===== config.mk =====
export PLATFORM = sky130hd
export DESIGN_NAME = partitioned_multi_queue
export DESIGN_NICKNAME = d
export VERILOG_FILES = /design/src/hw/rtl/pmq_pkg.sv /design/src/hw/rtl/partitioned_multi_queue.sv /design/src/hw/rtl/pmq_ram.sv /design/src/hw/rtl/pmq_div.sv /design/src/hw/rtl/pmq_dp.sv /design/src/hw/rtl/pmq_ctrl.sv
export SDC_FILE = /design/constraint.sdc
export NUM_CORES = 2
export LEC_CHECK = 0
export ABC_AREA = 1
export BUFFER_PORTS_ARGS = -buffer_cell sky130_fd_sc_hd__clkbuf_2
export CAP_MARGIN = 25
export CORE_MARGIN = 2
export CORE_UTILIZATION = 33
export CTS_CLUSTER_SIZE = 12
export DETAILED_ROUTE_END_ITERATION = 12
export GPL_ROUTABILITY_DRIVEN = 0
export GPL_TIMING_DRIVEN = 0
export PLACE_DENSITY_LB_ADDON = 0.2
export SLEW_MARGIN = 5
export SYNTH_ARGS = -nofsm -noshare
export SYNTH_HDL_FRONTEND = slang
export SYNTH_MEMORY_MAX_BITS = 65536
export SYNTH_SLANG_ARGS = --single-unit

===== constraint.sdc =====
create_clock -name clk -period 16.02 [get_ports clk]
set_clock_uncertainty 0.05 [all_clocks]
set_input_delay 0.801 -clock clk [delete_from_list [all_inputs] [get_ports clk]]
set_output_delay 0.801 -clock clk [all_outputs]
set_load 0.01 [all_outputs]

===== src/hw/rtl/pmq_pkg.sv =====
`timescale 1ns / 1ps
`default_nettype none

package pmq_pkg;

  // Default sizing of the shared store and the queue table
  localparam int MAX_SLOTS_DEF  = 128;
  localparam int MAX_QUEUES_DEF = 16;

  // Field and register widths
  localparam int WORD_W     = 32;
  localparam int SLOTS_W    = 8;
  localparam int QCNT_W     = 5;
  localparam int QNUM_W     = 5;
  localparam int CMD_W      = 2;
  localparam int CFG_DATA_W = 8;
  localparam int PTR_W      = 8;

  // Segment size divider: one quotient bit per cycle
  localparam int DIV_STEPS = SLOTS_W;
  localparam int DIV_CNT_W = $clog2(DIV_STEPS + 1);

  localparam int RESET_TOTAL_SLOTS = 16;
  localparam int RESET_QUEUE_COUNT = 4;

  // Commands; any other code is a status query
  localparam logic [CMD_W-1:0] CMD_ENQ = 2'd0;
  localparam logic [CMD_W-1:0] CMD_DEQ = 2'd1;

  // Configuration register indexes
  localparam logic CFG_TOTAL_SLOTS = 1'b0;
  localparam logic CFG_QUEUE_COUNT = 1'b1;

  typedef enum logic [1:0] {
    ST_OK        = 2'd0,
    ST_FULL      = 2'd1,
    ST_EMPTY     = 2'd2,
    ST_BAD_QUEUE = 2'd3
  } status_t;

  typedef struct packed {
    logic [CMD_W-1:0]         cmd;
    logic [QNUM_W-1:0]        queue_number;
    logic signed [WORD_W-1:0] value;
  } req_t;

  typedef struct packed {
    status_t                  status;
    logic signed [WORD_W-1:0] data_out;
    logic                     empty_flag;
    logic                     full_flag;
  } rsp_t;

  // Controller to datapath
  typedef struct packed {
    logic load;
    logic update;
    logic emit;
  } ctrl_cmd_t;

  // Datapath to controller
  typedef struct packed {
    logic busy;
    logic rsp_free;
  } dp_status_t;

  function automatic logic [SLOTS_W-1:0] clamp_slots(logic [SLOTS_W-1:0] v, int max_slots);
    logic [SLOTS_W-1:0] r;
    r = v;
    if (v == '0) begin
      r = SLOTS_W'(1);
    end else if (int'(v) > max_slots) begin
      r = SLOTS_W'(max_slots);
    end
    return r;
  endfunction

  function automatic logic [QCNT_W-1:0] clamp_queues(logic [QCNT_W-1:0] v, int max_queues);
    logic [QCNT_W-1:0] r;
    r = v;
    if (v == '0) begin
      r = QCNT_W'(1);
    end else if (int'(v) > max_queues) begin
      r = QCNT_W'(max_queues);
    end
    return r;
  endfunction

endpackage

`default_nettype wire


===== src/hw/rtl/partitioned_multi_queue.sv =====
`timescale 1ns / 1ps
`default_nettype none

// Channel | Direction | Handshake            | Payload
// req     | in        | req_valid/req_stall  | req_t: cmd, queue_number, value
// rsp     | out       | rsp_valid/rsp_stall  | rsp_t: status, data_out, empty_flag, full_flag
// cfg     | in        | cfg_we               | cfg_index, cfg_data (no read-back)
//
// Each word steps through accept, pointer read, pointer update with store
// access and hand-off to the output register; the pointer read step covers the pointer RAM read latency.
// After reset and after every register write, the segment size divider runs
// with req_stall high.
// A waiting result sits in the output register while the next word is taken;
// a second result waits in HANDOFF until rsp_stall drops.
module partitioned_multi_queue #(
  parameter int MAX_SLOTS  = pmq_pkg::MAX_SLOTS_DEF,
  parameter int MAX_QUEUES = pmq_pkg::MAX_QUEUES_DEF
) (
  input  wire logic                           clk,
  input  wire logic                           rst,
  input  wire logic                           req_valid,
  output logic                                req_stall,
  input  wire pmq_pkg::req_t                  req,
  output logic                                rsp_valid,
  input  wire logic                           rsp_stall,
  output pmq_pkg::rsp_t                       rsp,
  input  wire logic                           cfg_we,
  input  wire logic                           cfg_index,
  input  wire logic [pmq_pkg::CFG_DATA_W-1:0] cfg_data
);

  pmq_pkg::ctrl_cmd_t  cmd;
  pmq_pkg::dp_status_t status;

  // Sequencer: accept, look up pointers, update, hand off
  pmq_ctrl u_ctrl (
    .clk       (clk),
    .rst       (rst),
    .req_valid (req_valid),
    .req_stall (req_stall),
    .cfg_we    (cfg_we),
    .status    (status),
    .cmd       (cmd)
  );

  // Registers, divider, pointer table, shared slot store and output register
  pmq_dp #(
    .MAX_SLOTS  (MAX_SLOTS),
    .MAX_QUEUES (MAX_QUEUES)
  ) u_dp (
    .clk       (clk),
    .rst       (rst),
    .req       (req),
    .rsp_stall (rsp_stall),
    .rsp_valid (rsp_valid),
    .rsp       (rsp),
    .cfg_we    (cfg_we),
    .cfg_index (cfg_index),
    .cfg_data  (cfg_data),
    .cmd       (cmd),
    .status    (status)
  );

endmodule

`default_nettype wire


===== src/hw/rtl/pmq_ram.sv =====
`timescale 1ns / 1ps
`default_nettype none

module pmq_ram #(
  parameter int WIDTH = 32,
  parameter int DEPTH = 128
) (
  input  wire logic                                        clk,
  input  wire logic                                        wen,
  input  wire logic [((DEPTH > 1) ? $clog2(DEPTH) : 1)-1:0] waddr,
  input  wire logic [WIDTH-1:0]                            wdata,
  input  wire logic                                        ren,
  input  wire logic [((DEPTH > 1) ? $clog2(DEPTH) : 1)-1:0] raddr,
  output logic      [WIDTH-1:0]                            rdata
);

  logic [WIDTH-1:0] mem [DEPTH];

  always_ff @(posedge clk) begin
    if (wen) begin
      mem[waddr] <= wdata;
    end
    if (ren) begin
      rdata <= mem[raddr];
    end
  end

endmodule

`default_nettype wire


===== src/hw/rtl/pmq_div.sv =====
`timescale 1ns / 1ps
`default_nettype none

// Restoring divider: segment size = slots / queues, one quotient bit a cycle
module pmq_div (
  input  wire logic                        clk,
  input  wire logic                        rst,
  input  wire logic                        start,
  input  wire logic [pmq_pkg::SLOTS_W-1:0] dividend,
  input  wire logic [pmq_pkg::QCNT_W-1:0]  divisor,
  output logic                             busy,
  output logic      [pmq_pkg::SLOTS_W-1:0] quotient
);

  logic [pmq_pkg::DIV_CNT_W-1:0] count;
  logic [pmq_pkg::SLOTS_W-1:0]   num;
  logic [pmq_pkg::QCNT_W-1:0]    rem;
  logic [pmq_pkg::QCNT_W:0]      trial;
  logic                          ge;

  assign trial = {rem, num[pmq_pkg::SLOTS_W-1]};
  assign ge    = trial >= {1'b0, divisor};
  assign busy  = count != '0;
  assign quotient = num;

  always_ff @(posedge clk) begin
    if (rst) begin
      count <= '0;
    end else if (start) begin
      count <= pmq_pkg::DIV_CNT_W'(pmq_pkg::DIV_STEPS);
    end else if (busy) begin
      count <= count - 1'b1;
    end
  end

  // Shift dividend bits out of the top, quotient bits in at the bottom
  always_ff @(posedge clk) begin
    if (start) begin
      num <= dividend;
      rem <= '0;
    end else if (busy) begin
      num <= {num[pmq_pkg::SLOTS_W-2:0], ge};
      rem <= ge ? pmq_pkg::QCNT_W'(trial - {1'b0, divisor}) : trial[pmq_pkg::QCNT_W-1:0];
    end
  end

endmodule

`default_nettype wire


===== src/hw/rtl/pmq_dp.sv =====
`timescale 1ns / 1ps
`default_nettype none

module pmq_dp #(
  parameter int MAX_SLOTS  = pmq_pkg::MAX_SLOTS_DEF,
  parameter int MAX_QUEUES = pmq_pkg::MAX_QUEUES_DEF
) (
  input  wire logic                           clk,
  input  wire logic                           rst,
  input  wire pmq_pkg::req_t                  req,
  input  wire logic                           rsp_stall,
  output logic                                rsp_valid,
  output pmq_pkg::rsp_t                       rsp,
  input  wire logic                           cfg_we,
  input  wire logic                           cfg_index,
  input  wire logic [pmq_pkg::CFG_DATA_W-1:0] cfg_data,
  input  wire pmq_pkg::ctrl_cmd_t             cmd,
  output pmq_pkg::dp_status_t                 status
);

  localparam int AW   = (MAX_SLOTS > 1) ? $clog2(MAX_SLOTS) : 1;
  localparam int IW   = (AW > pmq_pkg::PTR_W) ? AW : pmq_pkg::PTR_W;
  localparam int QW   = (MAX_QUEUES > 1) ? $clog2(MAX_QUEUES) : 1;
  localparam int KW   = (QW > pmq_pkg::QNUM_W) ? QW : pmq_pkg::QNUM_W;
  localparam int PW   = pmq_pkg::PTR_W;

  logic [pmq_pkg::SLOTS_W-1:0] total_slots;
  logic [pmq_pkg::QCNT_W-1:0]  queue_count;
  logic                        div_go;
  logic                        div_busy;
  logic [pmq_pkg::SLOTS_W-1:0] seg_size;

  pmq_pkg::req_t               req_q;
  logic                        bad_q;
  logic [pmq_pkg::QNUM_W-1:0]  k;
  logic [KW-1:0]               k_ext;
  logic [QW-1:0]               qidx;
  logic [PW-1:0]               base;
  logic [MAX_QUEUES-1:0]       qvalid;

  logic [2*PW-1:0]             ptr_rd;
  logic [PW-1:0]               front;
  logic [PW-1:0]               rear;
  logic [PW-1:0]               front_next;
  logic [PW-1:0]               rear_next;
  pmq_pkg::status_t            status_next;
  logic                        enq_ok;
  logic                        deq_ok_next;
  logic [IW-1:0]               wr_idx;
  logic [IW-1:0]               rd_idx;
  logic [pmq_pkg::WORD_W-1:0]  store_rd;

  pmq_pkg::status_t            res_status;
  logic                        res_empty;
  logic                        res_full;
  logic                        deq_ok;

  // Configuration registers; any write empties every queue and reruns the divide
  always_ff @(posedge clk) begin
    if (rst) begin
      total_slots <= pmq_pkg::clamp_slots(pmq_pkg::SLOTS_W'(pmq_pkg::RESET_TOTAL_SLOTS),
                                          MAX_SLOTS);
      queue_count <= pmq_pkg::clamp_queues(pmq_pkg::QCNT_W'(pmq_pkg::RESET_QUEUE_COUNT),
                                           MAX_QUEUES);
      div_go      <= 1'b1;
    end else if (cfg_we) begin
      unique case (cfg_index)
        pmq_pkg::CFG_TOTAL_SLOTS: total_slots <= pmq_pkg::clamp_slots(cfg_data, MAX_SLOTS);
        pmq_pkg::CFG_QUEUE_COUNT:
          queue_count <= pmq_pkg::clamp_queues(cfg_data[pmq_pkg::QCNT_W-1:0], MAX_QUEUES);
      endcase
      div_go <= 1'b1;
    end else begin
      div_go <= 1'b0;
    end
  end

  pmq_div u_div (
    .clk      (clk),
    .rst      (rst),
    .start    (div_go),
    .dividend (total_slots),
    .divisor  (queue_count),
    .busy     (div_busy),
    .quotient (seg_size)
  );

  // Latch the accepted word
  always_ff @(posedge clk) begin
    if (cmd.load) begin
      req_q <= req;
      bad_q <= (req.queue_number == '0) || (req.queue_number > queue_count);
    end
  end

  assign k     = req_q.queue_number - 1'b1;
  assign k_ext = KW'(k);
  assign qidx  = k_ext[QW-1:0];

  // Segment base, ready by the update cycle
  always_ff @(posedge clk) begin
    base <= PW'(k * seg_size);
  end

  // Front and rear offsets of each queue, packed in one word
  pmq_ram #(
    .WIDTH (2 * PW),
    .DEPTH (MAX_QUEUES)
  ) u_ptr_ram (
    .clk   (clk),
    .wen   (cmd.update && !bad_q),
    .waddr (qidx),
    .wdata ({front_next, rear_next}),
    .ren   (1'b1),
    .raddr (qidx),
    .rdata (ptr_rd)
  );

  // A queue not touched since reset or the last configuration write reads as empty
  always_ff @(posedge clk) begin
    if (rst || cfg_we) begin
      qvalid <= '0;
    end else if (cmd.update && !bad_q) begin
      qvalid[qidx] <= 1'b1;
    end
  end

  assign front = qvalid[qidx] ? ptr_rd[2*PW-1:PW] : '0;
  assign rear  = qvalid[qidx] ? ptr_rd[PW-1:0] : '0;

  always_comb begin
    front_next  = front;
    rear_next   = rear;
    status_next = pmq_pkg::ST_OK;
    enq_ok      = 1'b0;
    deq_ok_next = 1'b0;
    unique case (req_q.cmd)
      pmq_pkg::CMD_ENQ: begin
        if (rear >= seg_size) begin
          status_next = pmq_pkg::ST_FULL;
        end else begin
          enq_ok    = 1'b1;
          rear_next = rear + 1'b1;
        end
      end
      pmq_pkg::CMD_DEQ: begin
        if (front >= rear) begin
          status_next = pmq_pkg::ST_EMPTY;
        end else begin
          deq_ok_next = 1'b1;
          front_next  = front + 1'b1;
        end
      end
      default: begin
      end
    endcase
  end

  assign wr_idx = IW'(base) + IW'(rear);
  assign rd_idx = IW'(base) + IW'(front);

  pmq_ram #(
    .WIDTH (pmq_pkg::WORD_W),
    .DEPTH (MAX_SLOTS)
  ) u_slot_ram (
    .clk   (clk),
    .wen   (cmd.update && !bad_q && enq_ok),
    .waddr (wr_idx[AW-1:0]),
    .wdata (req_q.value),
    .ren   (cmd.update && !bad_q && deq_ok_next),
    .raddr (rd_idx[AW-1:0]),
    .rdata (store_rd)
  );

  // Result of the update, held until hand-off
  always_ff @(posedge clk) begin
    if (cmd.update) begin
      if (bad_q) begin
        res_status <= pmq_pkg::ST_BAD_QUEUE;
        res_empty  <= 1'b0;
        res_full   <= 1'b0;
        deq_ok     <= 1'b0;
      end else begin
        res_status <= status_next;
        res_empty  <= front_next >= rear_next;
        res_full   <= rear_next >= seg_size;
        deq_ok     <= deq_ok_next;
      end
    end
  end

  // Output register
  always_ff @(posedge clk) begin
    if (rst) begin
      rsp_valid <= 1'b0;
    end else if (cmd.emit) begin
      rsp_valid <= 1'b1;
    end else if (!rsp_stall) begin
      rsp_valid <= 1'b0;
    end
  end

  always_ff @(posedge clk) begin
    if (cmd.emit) begin
      rsp.status     <= res_status;
      rsp.data_out   <= deq_ok ? store_rd : '0;
      rsp.empty_flag <= res_empty;
      rsp.full_flag  <= res_full;
    end
  end

  assign status.busy     = div_go || div_busy;
  assign status.rsp_free = !rsp_valid || !rsp_stall;

endmodule

`default_nettype wire


===== src/hw/rtl/pmq_ctrl.sv =====
`timescale 1ns / 1ps
`default_nettype none

module pmq_ctrl (
  input  wire logic                clk,
  input  wire logic                rst,
  input  wire logic                req_valid,
  output logic                     req_stall,
  input  wire logic                cfg_we,
  input  wire pmq_pkg::dp_status_t status,
  output pmq_pkg::ctrl_cmd_t       cmd
);

  typedef enum logic [1:0] {
    IDLE,
    LOOKUP,
    UPDATE,
    HANDOFF
  } state_t;

  state_t state;

  // Hold off new words while busy, dividing, or taking a register write
  assign req_stall  = (state != IDLE) || status.busy || cfg_we;
  assign cmd.load   = req_valid && !req_stall;
  assign cmd.update = state == UPDATE;
  assign cmd.emit   = (state == HANDOFF) && status.rsp_free;

  always_ff @(posedge clk) begin
    if (rst) begin
      state <= IDLE;
    end else begin
      unique case (state)
        IDLE:    if (cmd.load) state <= LOOKUP;
        LOOKUP:  state <= UPDATE;
        UPDATE:  state <= HANDOFF;
        HANDOFF: if (status.rsp_free) state <= IDLE;
      endcase
    end
  end

endmodule

`default_nettype wire

After elaboration in Yosys (flattened, before gate mapping)
Memories as Yosys holds them, arrays and structs flattened. A register that Yosys moved wholly into a read port is not among the register bits.
Index checks and enable logic that the tools add are counted.

word-level totals
  logic and storage cells = 116
  memory bits (writable) = 4352
  register bits = 138
  input bits = 53
  memories = 2

operators by class
  add/sub/neg operators = 7
  order comparisons = 10
  equal/unequal tests = 7
  reduce and logical (&&, ||, !) cells = 28
  multipliers = 1
  bitwise logic cells = 2
  muxes and demuxes = 36

memory list
  name                 depth  width  read ports  clocked after Yosys merged registers in  wr ports  line           text
  u_dp.u_slot_ram.mem  128    32     1           1                                        1         pmq_ram.sv:17  logic [WIDTH-1:0] mem [DEPTH];
  u_dp.u_ptr_ram.mem   16     16     1           1                                        1         pmq_ram.sv:17

operators with widths
  kind                                                                  count
  8-bit 2-to-1 mux                                                      10
  8-bit >= comparator                                                   4
  8-bit by 1-bit adder with 8-bit output, second input constant         2
  16-bit bitwise OR                                                     1
  5-bit 2-to-1 mux                                                      3
  7-bit adder                                                           2
  1-bit 2-to-1 mux                                                      14
  5-bit logical NOT                                                     2
  8-bit > comparator, second input constant                             1
  8-bit logical NOT                                                     1
  5-bit by 8-bit multiplier with 7-bit output                           1
  4-bit 2-to-1 mux                                                      2
  2-bit case mux with 4 select lines                                    1
  6-bit by 5-bit >= comparator with 1-bit output                        1
  1-bit logical AND                                                     6
  1-bit logical OR                                                      6
  2-bit 2-to-1 mux                                                      3
  2-bit AND reduction                                                   3
  5-bit > comparator                                                    1
  5-bit > comparator, second input constant                             1
  4-bit by 5-bit < comparator with 1-bit output, second input constant  1
  5-bit by 1-bit subtractor with 5-bit output, second input constant    1
  5-bit subtractor                                                      1
  1-bit binary-select mux with 4-bit select                             1
  other kinds (14)                                                      22

Longest topological paths before layout
  depth after elaboration = 10
  mapped depth = 39
  gate-level depth less buffers = 36

Modules after synthesis
From an unflattened synthesis, not the netlist that was laid out.

unflattened totals
  cell total of the unflattened synthesis = 15364
  area total of the unflattened synthesis = 184529.5 sq um

by module, submodules not included
  module                      area each (sq um)  times used  cells an instance
  pmq_ram at u_dp.u_slot_ram  164954.5           1           13389
  pmq_ram at u_dp.u_ptr_ram   11539.8            1           1076
  pmq_dp                      6790.3             1           737
  pmq_div                     1057.3             1           130
  pmq_ctrl                    187.7              1           32

Least setup slack after synthesis
Ideal clock, no wire load.

  path kind = register to register
  start point = reg u_dp.req_q[32] in the netlist's numbering
  end point = mem u_dp.u_slot_ram.mem[83][0] (enable)
  path slack = 9.718 ns
  arrival time = 5.831 ns
  buffers on the path = 6
  setup time = 0.421 ns
  cell stages (with the launch flop) = 31
  clock period less this slack = 6.302 ns
  path through = edfxtp_1 inv_2 buf_6 clkbuf_1 clkbuf_1 ha_1 buf_2 inv_1 nand3_1 nand2_1 nand2_1 nand2_1 nand2_2 nand2_1 clkbuf_1 nor2_1 ha_1 o21ai_0 nand2_1 o21ai_0 inv_1 nand2_1 nand2_1 nand2_1 nand2_1 nor2_2 nand2_1 nor2_1 nand2_1 clkbuf_1 nor2_1

between the ends
  word-level cells in the longest chain between the ends = 10

RTL lines
  element                                        line           text
  start, declared                                pmq_dp.sv:33   pmq_pkg::req_t req_q;
  start signal, assigned                         pmq_dp.sv:91   req_q <= req;
  5-bit by 1-bit subtractor with 5-bit output *  pmq_dp.sv:96   assign k = req_q.queue_number - 1'b1;
  1-bit binary-select mux with 4-bit select *    pmq_dp.sv:129  assign rear = qvalid[qidx] ? ptr_rd[PW-1:0] : '0;
  1-bit 2-to-1 mux (not written as such) *       pmq_dp.sv:129
  8-bit 2-to-1 mux *                             pmq_dp.sv:129
  8-bit >= comparator                            pmq_dp.sv:139  if (rear >= seg_size) begin
  1-bit 2-to-1 mux                               pmq_dp.sv:139
  1-bit 2-to-1 mux                               pmq_dp.sv:137  unique case (req_q.cmd)
  1-bit logical AND                              pmq_dp.sv:167  .wen (cmd.update && !bad_q && enq_ok),
  1-bit 2-to-1 mux                               pmq_ram.sv:20  if (wen) begin
  1-bit 2-to-1 mux (not written as such)         pmq_ram.sv:21  mem[waddr] <= wdata;
  end, declared                                  pmq_ram.sv:17

Every way passes the cells marked *; elsewhere a longest branch is shown, timed or not. The select of a mux whose other input is x is not followed.

Worst setup path in the final report
  start point = reg u_dp.req_q[32] in the netlist's numbering
  end point = reg u_dp.u_slot_ram.rdata[11], read port of u_dp.u_slot_ram.mem (data pin)

between the ends
  word-level cells in the longest chain between the ends = 8

RTL lines
  element                                        line                          text
  5-bit by 1-bit subtractor with 5-bit output *  pmq_dp.sv:96
  1-bit binary-select mux with 4-bit select *    pmq_dp.sv:128, pmq_dp.sv:129
  1-bit 2-to-1 mux (not written as such) *       pmq_dp.sv:128, pmq_dp.sv:129
  8-bit 2-to-1 mux (on tied branches)            pmq_dp.sv:128, pmq_dp.sv:129
  8-bit >= comparator                            pmq_dp.sv:147                 if (front >= rear) begin
  1-bit 2-to-1 mux                               pmq_dp.sv:147
  1-bit 2-to-1 mux                               pmq_dp.sv:137
  1-bit logical AND                              pmq_dp.sv:170                 .ren (cmd.update && !bad_q && deq_ok_next),
  end, declared                                  pmq_ram.sv:14                 output logic [WIDTH-1:0] rdata

Marked as above.
A chain may end at the register's enable or synchronous reset.

==> results.json <==
{
  "io_buffer_count": 90,
  "setup-violations-final": 0,
  "worstPathRequired_ns": 16.66,
  "hpwlAfterDp_um": 512000,
  "routedWlPerCell_um": 32.2,
  "rsz0062_at_grt": "false",
  "drive_gt1_share_pct": 13.8,
  "final_util_pct": 39.9,
  "synth_ff_type": "edfxtp_1",
  "outcome": "complete, no violations",
  "peakVddDrop_mv": 0.113,
  "slew_violations": 0,
  "dieArea_mm2": 0.555,
  "ant_nets": 0,
  "critPathArrivalTime_ns": 12.46,
  "drt_wl_total_um": 705000,
  "viasPerCell": 5.54,
  "numCtsBuffers": 470,
  "nFillCells": 51000,
  "h-tree-depth": 5,
  "clkTransAtPathRegs_ns": 0.06,
  "grt_use_met3_pct": 5.84,
  "rows": 272,
  "grt_pass1_wl_um": 952000,
  "track_usage_pct": 24.7,
  "cts_max_path_buffers": 4,
  "met2_usage_pct": 37.8,
  "critical_path.top_delay_family": "buffers and inverters",
  "cp-end-kind": "register",
  "grt_max_degree": 33,
  "fp.dieW_um": 745,
  "die_y_um": 745,
  "dr_total_vias": 121000,
  "grtUsageMet1_pct": 33.4,
  "finalHoldViolations": 0,
  "avgSynthCellArea_um2": 13.8,
  "drtPass1Iterations": 6,
  "yosysSeqAreaShare_pct": 74.9,
  "syn_nets": 13200,
  "final_cell_area_mm2": 0.219,
  "hp-class": "in -> reg",
  "antenna_found_initial": 65,
  "crit_buf_inv": 13,
  "tightest_slew_ns": 1.20,
  "clk_latency_ns": 1.04,
  "core-area_mm2": 0.548,
  "syn_to_final_growth_pct": 20.8,
  "cap_violations": 0,
  "start_util_pct": 33.1,
  "synthArstFlopShare_pct": 0,
  "tns_ns": 0,
  "crit_slowest_cell": "o21ai_0",
  "yosysMostFrequentCell": "edfxtp_1",
  "fin_hold_ws_ns": 0.125,
  "cts_tree": "done",
  "layout_min_cycle_time_ns": 11.81,
  "drc": 0,
  "slew_headroom_pct": 19.7,
  "postPlaceCellArea_mm2": 0.204,
  "drt-initial-drc-count": 17700,
  "powerDensity_mw_per_mm2": 143,
  "netlist.area_leader.share_pct": 74.2,
  "synth.largest_area_cell": "edfxtp_1",
  "max_freq_ghz": 0.0846,
  "cts_setup_buffers": 0,
  "ys_types": 56,
  "finalNetCount": 14400,
  "ios": 91,
  "path_common_cell": "nand2_1",
  "synth_commonest_cells": "4473 x edfxtp_1, 3660 x nor2_1, 1451 x o21ai_0",
  "synth_area_leaders": "edfxtp_1 74%, nor2_1 7.6%, o32ai_1 5.0%",
  "yosys_warnings": 0,
  "root_buffer": "clkbuf_16",
  "crit_path_max_fanout": 11,
  "startpoint_type": "register",
  "p_leak_nw": 70.5,
  "max_stage_delay_ns": 1.05,
  "syn_inst": 13100,
  "synth_area_mm2": 0.181,
  "grt_overflow": 0,
  "grt.busiest_layer": "met2",
  "crit_type": "reg -> reg",
  "fin_crit_sh_pct": 73.7,
  "clock-sinks": 4538,
  "grt_pass1_vias": 113000,
  "rrSetupSlack_ns": 4.21,
  "synth_edf_count": 4473,
  "ys_ff_latch": 4538
}
[tightest hold or removal path, cell delays in order]
cell,delay (ns)
clkbuf_2,0.11
o21ai_0,0.10
a21oi_1,0.13
[power by group]
group | internal, mW | total, mW | switching (mW)
sequential | 13.0 | 13.0 | 0.0282
combinational | 1.96 | 7.80 | 5.84
clock | 5.69 | 10.5 | 4.77
total | 20.7 | 31.3 | 10.6
[logic make-up (layout without fill, tap and decap cells)]
logic type	count (synthesis)	in the layout	synth area share, %
flip-flops	4538	4538	74.9
AND/OR/NAND/NOR	4004	4004	8.48
AO/OA/AOI/OAI	2798	2798	10.2
buffers and inverters	1075	2604	2.25
multiplexers	545	545	3.37
adder cells (fa/ha/maj)	79	79	0.592
XOR/XNOR	39	39	0.218
other	0	43	0
[layout make-up]
cell class              instances  area [um^2]  share of cell area (%)
clock buffers                 630        12500                    5.74
multi-input cells            7465        42500                    19.4
diodes                         43          108                  0.0492
plain buffers                 903         3480                    1.59
well taps                    7261         9080                    4.16
clock inverters               212         1740                   0.794
repair buffers                687        12900                    5.92
flip-flops and latches       4538       136000                    62.0
inverters                     172          648                   0.296
[metrics by stage]
stage	setup WS (ns)	total power, mW	cells
2_1_floorplan	9.72	16.5	13100
3_3_place_gp	3.54	20.3	20400
3_5_place_dp	4.57	20.6	21000
4_1_cts	4.56	30.9	21800
5_1_grt	4.14	31.9	21900
6_report	4.21	31.3	21900
[placed cells by master, fill, tap and decap left out, drive strengths merged, types with 6 or more instances in the layout]
master / synthesis / final
edfxtp: 4473 / 4473
nor2: 3665 / 3665
clkbuf: 820 / 1549
o21ai: 1453 / 1453
o32ai: 1024 / 1024
buf: 83 / 622
mux2: 513 / 513
nand2: 261 / 261
clkinv: 1 / 190
inv: 171 / 177
o22ai: 154 / 154
ha: 68 / 68
dfxtp: 65 / 65
dlygate4sd3: 0 / 49
nand3: 49 / 49
a21oi: 45 / 45
diode: 0 / 43
mux2i: 32 / 32
o221ai: 32 / 32
o211ai: 32 / 32
a22oi: 27 / 27
xor2: 26 / 26
o21ba: 14 / 14
bufinv: 0 / 13
xnor2: 13 / 13
fa: 11 / 11
nor3: 10 / 10
nand4: 9 / 9
a211oi: 6 / 6
[timing repair]
item | 4_1_cts | 5_1_grt
gates resized for setup | 0 | 0
hold buffers | 49 | 0
endpoints found under the setup margin | 0 | 0
hold endpoints to repair | 51 | 0
[sequential cells by signal, summed over array words and instances, names as in the netlist, 2 cells and up]
signal and flops:
u_dp.u_ptr_ram.mem 256, u_dp.u_div.rem 5, u_dp.rsp 36, u_dp.qvalid 16
u_dp.u_div.quotient 8, u_dp.base 7, u_dp.u_ptr_ram.rdata 16, u_dp.res_status 2
u_dp.u_div.count 4, u_dp.total_slots 8, u_dp.u_slot_ram.mem 4096, u_ctrl.state 2
u_dp.queue_count 5, u_dp.u_slot_ram.rdata 32, u_dp.req_q 39
[routing by layer]
| metal | wire [um] | share of wire, % |
|---|---|---|
| met5 | 137 | 0.019 |
| met4 | 35100 | 5.0 |
| met3 | 68400 | 9.7 |
| met2 | 314000 | 44 |
| met1 | 288000 | 41 |
[path summary, 6_finish.rpt]
check | end | startpoint | depth (start not counted)
setup / recovery | u_dp.u_slot_ram.rdata[11] | u_dp.req_q[32] | 29
setup reg to reg | u_dp.u_slot_ram.rdata[11] | u_dp.req_q[32] | 29
hold / removal | u_dp.queue_count[0] | cfg_data[0] | 3
hold reg to reg | u_dp.rsp[0] | u_dp.res_full | 0
Note: power is estimated with default switching activity, not from simulation.
